File: src/hw/rtl/lru_page_window_mapper_core_defines.svh
// Assertion macros shared by the page window mapper RTL.
`ifndef LRU_PAGE_WINDOW_MAPPER_CORE_DEFINES_SVH
`define LRU_PAGE_WINDOW_MAPPER_CORE_DEFINES_SVH

// Check that cond holds in the same cycle whenever trig holds.
`define LPWM_ASSERT_NOW(label, trig, cond) \
	label: assert property (@(posedge clk) disable iff (!arst_n) (trig) |-> (cond)) \
		else $error("lpwm check failed");

// Check that cond holds in the cycle after trig holds.
`define LPWM_ASSERT_NEXT(label, trig, cond) \
	label: assert property (@(posedge clk) disable iff (!arst_n) (trig) |=> (cond)) \
		else $error("lpwm check failed");

`endif

File: src/hw/rtl/lpwm_pkg.sv
// Types, constants and codes of the page window mapper.
`timescale 1ns / 1ps
package lpwm_pkg;

	localparam int NUM_PAGES = 1024;
	localparam int NUM_SLOTS = 16;
	localparam int PAGE_BITS = 12;
	localparam int PAGE_W    = $clog2(NUM_PAGES);
	localparam int SLOT_W    = $clog2(NUM_SLOTS);
	localparam int USED_W    = $clog2(NUM_SLOTS + 1);
	localparam int COUNT_W   = $clog2(NUM_PAGES + 1);
	localparam int ADDR_W    = 32;
	localparam int AVAIL_W   = 5;
	localparam int STATUS_W  = 2;

	localparam logic REG_WINDOW_BASE     = 1'b0;
	localparam logic REG_SLOTS_AVAILABLE = 1'b1;

	localparam logic ACT_MAP    = 1'b0;
	localparam logic ACT_UNLOCK = 1'b1;

	localparam logic [STATUS_W-1:0] STATUS_OK       = 2'd0;
	localparam logic [STATUS_W-1:0] STATUS_NO_EVICT = 2'd1;
	localparam logic [STATUS_W-1:0] STATUS_UNMAPPED = 2'd2;

	typedef enum logic [2:0] {
		ST_CLEAR,
		ST_IDLE,
		ST_LOOKUP,
		ST_EVICT,
		ST_INSTALL,
		ST_ADDR,
		ST_DONE
	} lpwm_state_t;

	typedef enum logic [1:0] {
		ALU_ADD,
		ALU_INC,
		ALU_DEC
	} lpwm_alu_op_t;

	typedef struct packed {
		lpwm_alu_op_t        op;
		logic [ADDR_W-1:0] a;
		logic [ADDR_W-1:0] b;
	} lpwm_alu_req_t;

	typedef struct packed {
		logic              mapped;
		logic              unlocked;
		logic [SLOT_W-1:0] slot;
	} lpwm_entry_t;

endpackage

File: src/hw/rtl/lpwm_alu.sv
// Shared adder used for addresses and for counter steps.
`timescale 1ns / 1ps
module lpwm_alu (
	input  lpwm_pkg::lpwm_alu_req_t        req,
	output logic [lpwm_pkg::ADDR_W-1:0] y
);

	logic [lpwm_pkg::ADDR_W-1:0] operand;

	always_comb begin
		unique case (req.op)
			lpwm_pkg::ALU_ADD: operand = req.b;
			lpwm_pkg::ALU_INC: operand = lpwm_pkg::ADDR_W'(1);
			lpwm_pkg::ALU_DEC: operand = ~lpwm_pkg::ADDR_W'(0);
			default:           operand = req.b;
		endcase
	end

	assign y = req.a + operand;

endmodule

File: config.mk
export PLATFORM = sky130hd
export DESIGN_NAME = lpwm_alu
export DESIGN_NICKNAME = d
export VERILOG_FILES = /design/src/hw/rtl/lru_page_window_mapper_core_defines.svh /design/src/hw/rtl/lpwm_pkg.sv /design/src/hw/rtl/lpwm_alu.sv
export SDC_FILE = /design/constraint.sdc
export NUM_CORES = 1
export LEC_CHECK = 0
export ABC_AREA = 1
export BUFFER_PORTS_ARGS = -buffer_cell sky130_fd_sc_hd__buf_2
export CAP_MARGIN = 25
export CORE_MARGIN = 10
export CORE_UTILIZATION = 57
export DETAILED_ROUTE_END_ITERATION = 10
export PLACE_DENSITY = 0.93
export SYNTH_ARGS = -nofsm -noshare
export SYNTH_HDL_FRONTEND = slang
export SYNTH_SLANG_ARGS = --single-unit
File: constraint.sdc
create_clock -name vclk -period 4.2
set_clock_uncertainty 0.1 [all_clocks]
set_input_delay 0.21 -clock vclk [all_inputs]
set_output_delay 0.21 -clock vclk [all_outputs]
set_load 0.1 [all_outputs]
==> impl_metrics.ini <==
[grt]
grt_usage_pct = 21.7
grt_most_used_layer = met2
grt_max_degree = 20
antenna_found_initial = 0
grtUsageMet2_pct = 39.7
global_route.usage.met1_pct = 26.7
grt.met3_usage_pct = 2.85
grt_overflow = 0
grt_pass1_vias = 3396
grt_first_pass_wirelength_um = 14600

[logic_synthesis]
synth_cell_type_count = 23
syn_area_mm2 = 0.00267
synth_nets = 663
yosysWarningCount = 0
synth_area_per_cell_um2 = 4.73
post_synth_inst_count = 564
seq_area_frac_synth_pct = 0

[cells_and_area]
layout.cells.most_common = nand2_1
final_layout_size_suffix_gt1_share_pct = 19.5
register_area_um2 = 0
layoutNonFillerInstCount = 712
finalNetCount = 761
synthToLayoutAreaGrowth_pct = 21.0
most-common-layout-cells = nand2_1, inv_1, nor2_1, buf_2, ha_1
seq_cells = 0
layout.clock_buffers = 0
n_antenna_cell = 0
layout.core_utilization_pct = 72.6

[timing]
finalHoldViolCount = 0
timing.final.ws_setup_ps = 798
final.hold.worst_slack_ps = 886
timing.final.crit_period_ps = 3400
tightestPinTransition_ps = 504
totalNegativeSetupSlack_ps = 0
report.final.slew_viol_count = 0
grt_setup_unrepaired = false
final_min_period_over_clock_period_pct = 81.0
final-setup-viol-count = 0
fmax_mhz = 294
max_slew_margin_pct = 66.6

[drt]
detail_route.first_pass.iterations = 5
detail_route.iter0.violations = 180
detail_route.wl_per_cell_um = 12.2
post-route-drc-count = 0
ant_nets = 0
vias = 3536
totalWireLength_um = 8650
drt-vias-per-instance = 4.97

[power_and_ir_drop]
power_density_of_the_placed_cells_mw_per_mm2 = 473
switching_share_pct = 80.3
p_clk_share_pct = 0
internal_power_mw = 0.302
power.combinational.fraction_pct = 100.0
sequentialPowerShare_pct = 0
power.net_switching_mw = 1.23
power_leakage_nw = 2.29
power.ir.vdd_worst_uv = 369

[setup_path]
worst-endpoint-required_ps = 3890
cpLargestDelayFamily = simple AND/OR/NAND/NOR gates
path_cells = buf_2, inv_1, ha_1, or2_2, inv_1, buf_4, nor2_1, ha_1, nand2_2, nor2_1, nand3_1, nand3_2, nand3_1, nand2_1, nand2_1, nand2_1, buf_2
worst_path_largest_cell_delay_ps = 420
crit_arrival_ps = 3090
timing.critical_path.from_type = input pin
critical_path.slowest_cell = buf_2
cp.buffers_inverters = 5
cpMostUsedCell = nand2_1
critical_path.endpoint_type = output port
critPathMaxFanout = 17
critPathKind = input pin to output port

[placement]
dp.final_hpwl_um = 7800
routabilityCongestion = 0.942
place.port_buffers = 98
preCtsSetupSlack_ps = 844
place.detailed.instances = 712

[floorplanning]
fp.coreArea_mm2 = 0.00444
row_count = 24
die_y_um = 88.4
start_util_pct = 60.0
die_width_um = 88.4
number_of_placed_i_o_pins = 98
total_die_area_mm2 = 0.00782

[outcome]
outcome = finished clean

[hold_path]
hold_class = input pin to output port

[clocking]
number_of_hold_repair_buffers_added_at_the_cts_stage = 0
ctsResizeCount = 0
number_of_buffers_inserted_to_repair_setup_after_cts = 0

[run]
drv.max_cap_violation_count = 0
[synthesized netlist by cell type]
library cell | count | share of area [%]
nand2_1 | 221 | 31
nor3_2 | 3 | 1.1
fa_1 | 1 | 0.75
a21o_1 | 1 | 0.28
inv_2 | 2 | 0.28
a21oi_1 | 19 | 3.6
xor2_1 | 15 | 4.9
nor2_1 | 98 | 14
clkbuf_1 | 3 | 0.42
nand4_1 | 4 | 0.94
inv_1 | 113 | 16
a21oi_2 | 1 | 0.33
or2_2 | 2 | 0.47
o21ai_0 | 1 | 0.19
nand2_2 | 13 | 3.0
nand3_2 | 5 | 1.9
nor2_2 | 1 | 0.23
buf_2 | 3 | 0.56
nor3_1 | 2 | 0.38
ha_1 | 32 | 15
xnor2_1 | 1 | 0.33
o21bai_1 | 2 | 0.56
nand3_1 | 21 | 3.9
[metrics by stage]
stage	total power, mW	cell area (µm²)
global placement	1.51	3230
floorplan	1.27	2670
CTS	1.53	3230
finish	1.53	3230
detailed placement	1.52	3230
global route	1.63	3230
[tightest hold or removal path: stages]
cell and delay (ps):
buf_2 80, xnor2_1 70, nand3_1 80, nand2_1 40, buf_2 280
[layout make-up]
cell class / count / area (µm²)
Timing Repair Buffer: 102 / 520
Tap cell: 52 / 65.1
Inverter: 115 / 432
Multi-Input combinational cell: 443 / 2210
Fill cell: 430 / 1220
[power groups by stage]
| stage | Sequential, mW | Combinational, mW | Clock (mW) |
|---|---|---|---|
| floorplan | 0 | 1.27 | 0 |
| global placement | 0 | 1.51 | 0 |
| detailed placement | 0 | 1.52 | 0 |
| CTS | 0 | 1.53 | 0 |
| global route | 0 | 1.63 | 0 |
| finish | 0 | 1.53 | 0 |
[per-layer routing]
metal,wire (µm),vias to the layer above
met5,0,-
met4,107,0
met3,710,15
met2,4130,135
met1,3700,1513
li1,-,1873
[cells by family after synthesis]
logic type                 count (synthesis)  share of synthesized area, %
and+or+nand+nor                          370                          56.9
AOI/OAI and AO/OA                         24                          4.92
xor gates and xnor gates                  16                          5.25
adders and majority gates                 33                          15.8
buffers and inverters                    121                          17.2
[worst paths after layout]
check	from	to	slack [ps]	depth (start not counted)
setup / recovery	req[64]	y[18]	800	17
hold / removal	req[63]	y[31]	890	5
No activity file was read; power rests on OpenSTA's default activity.
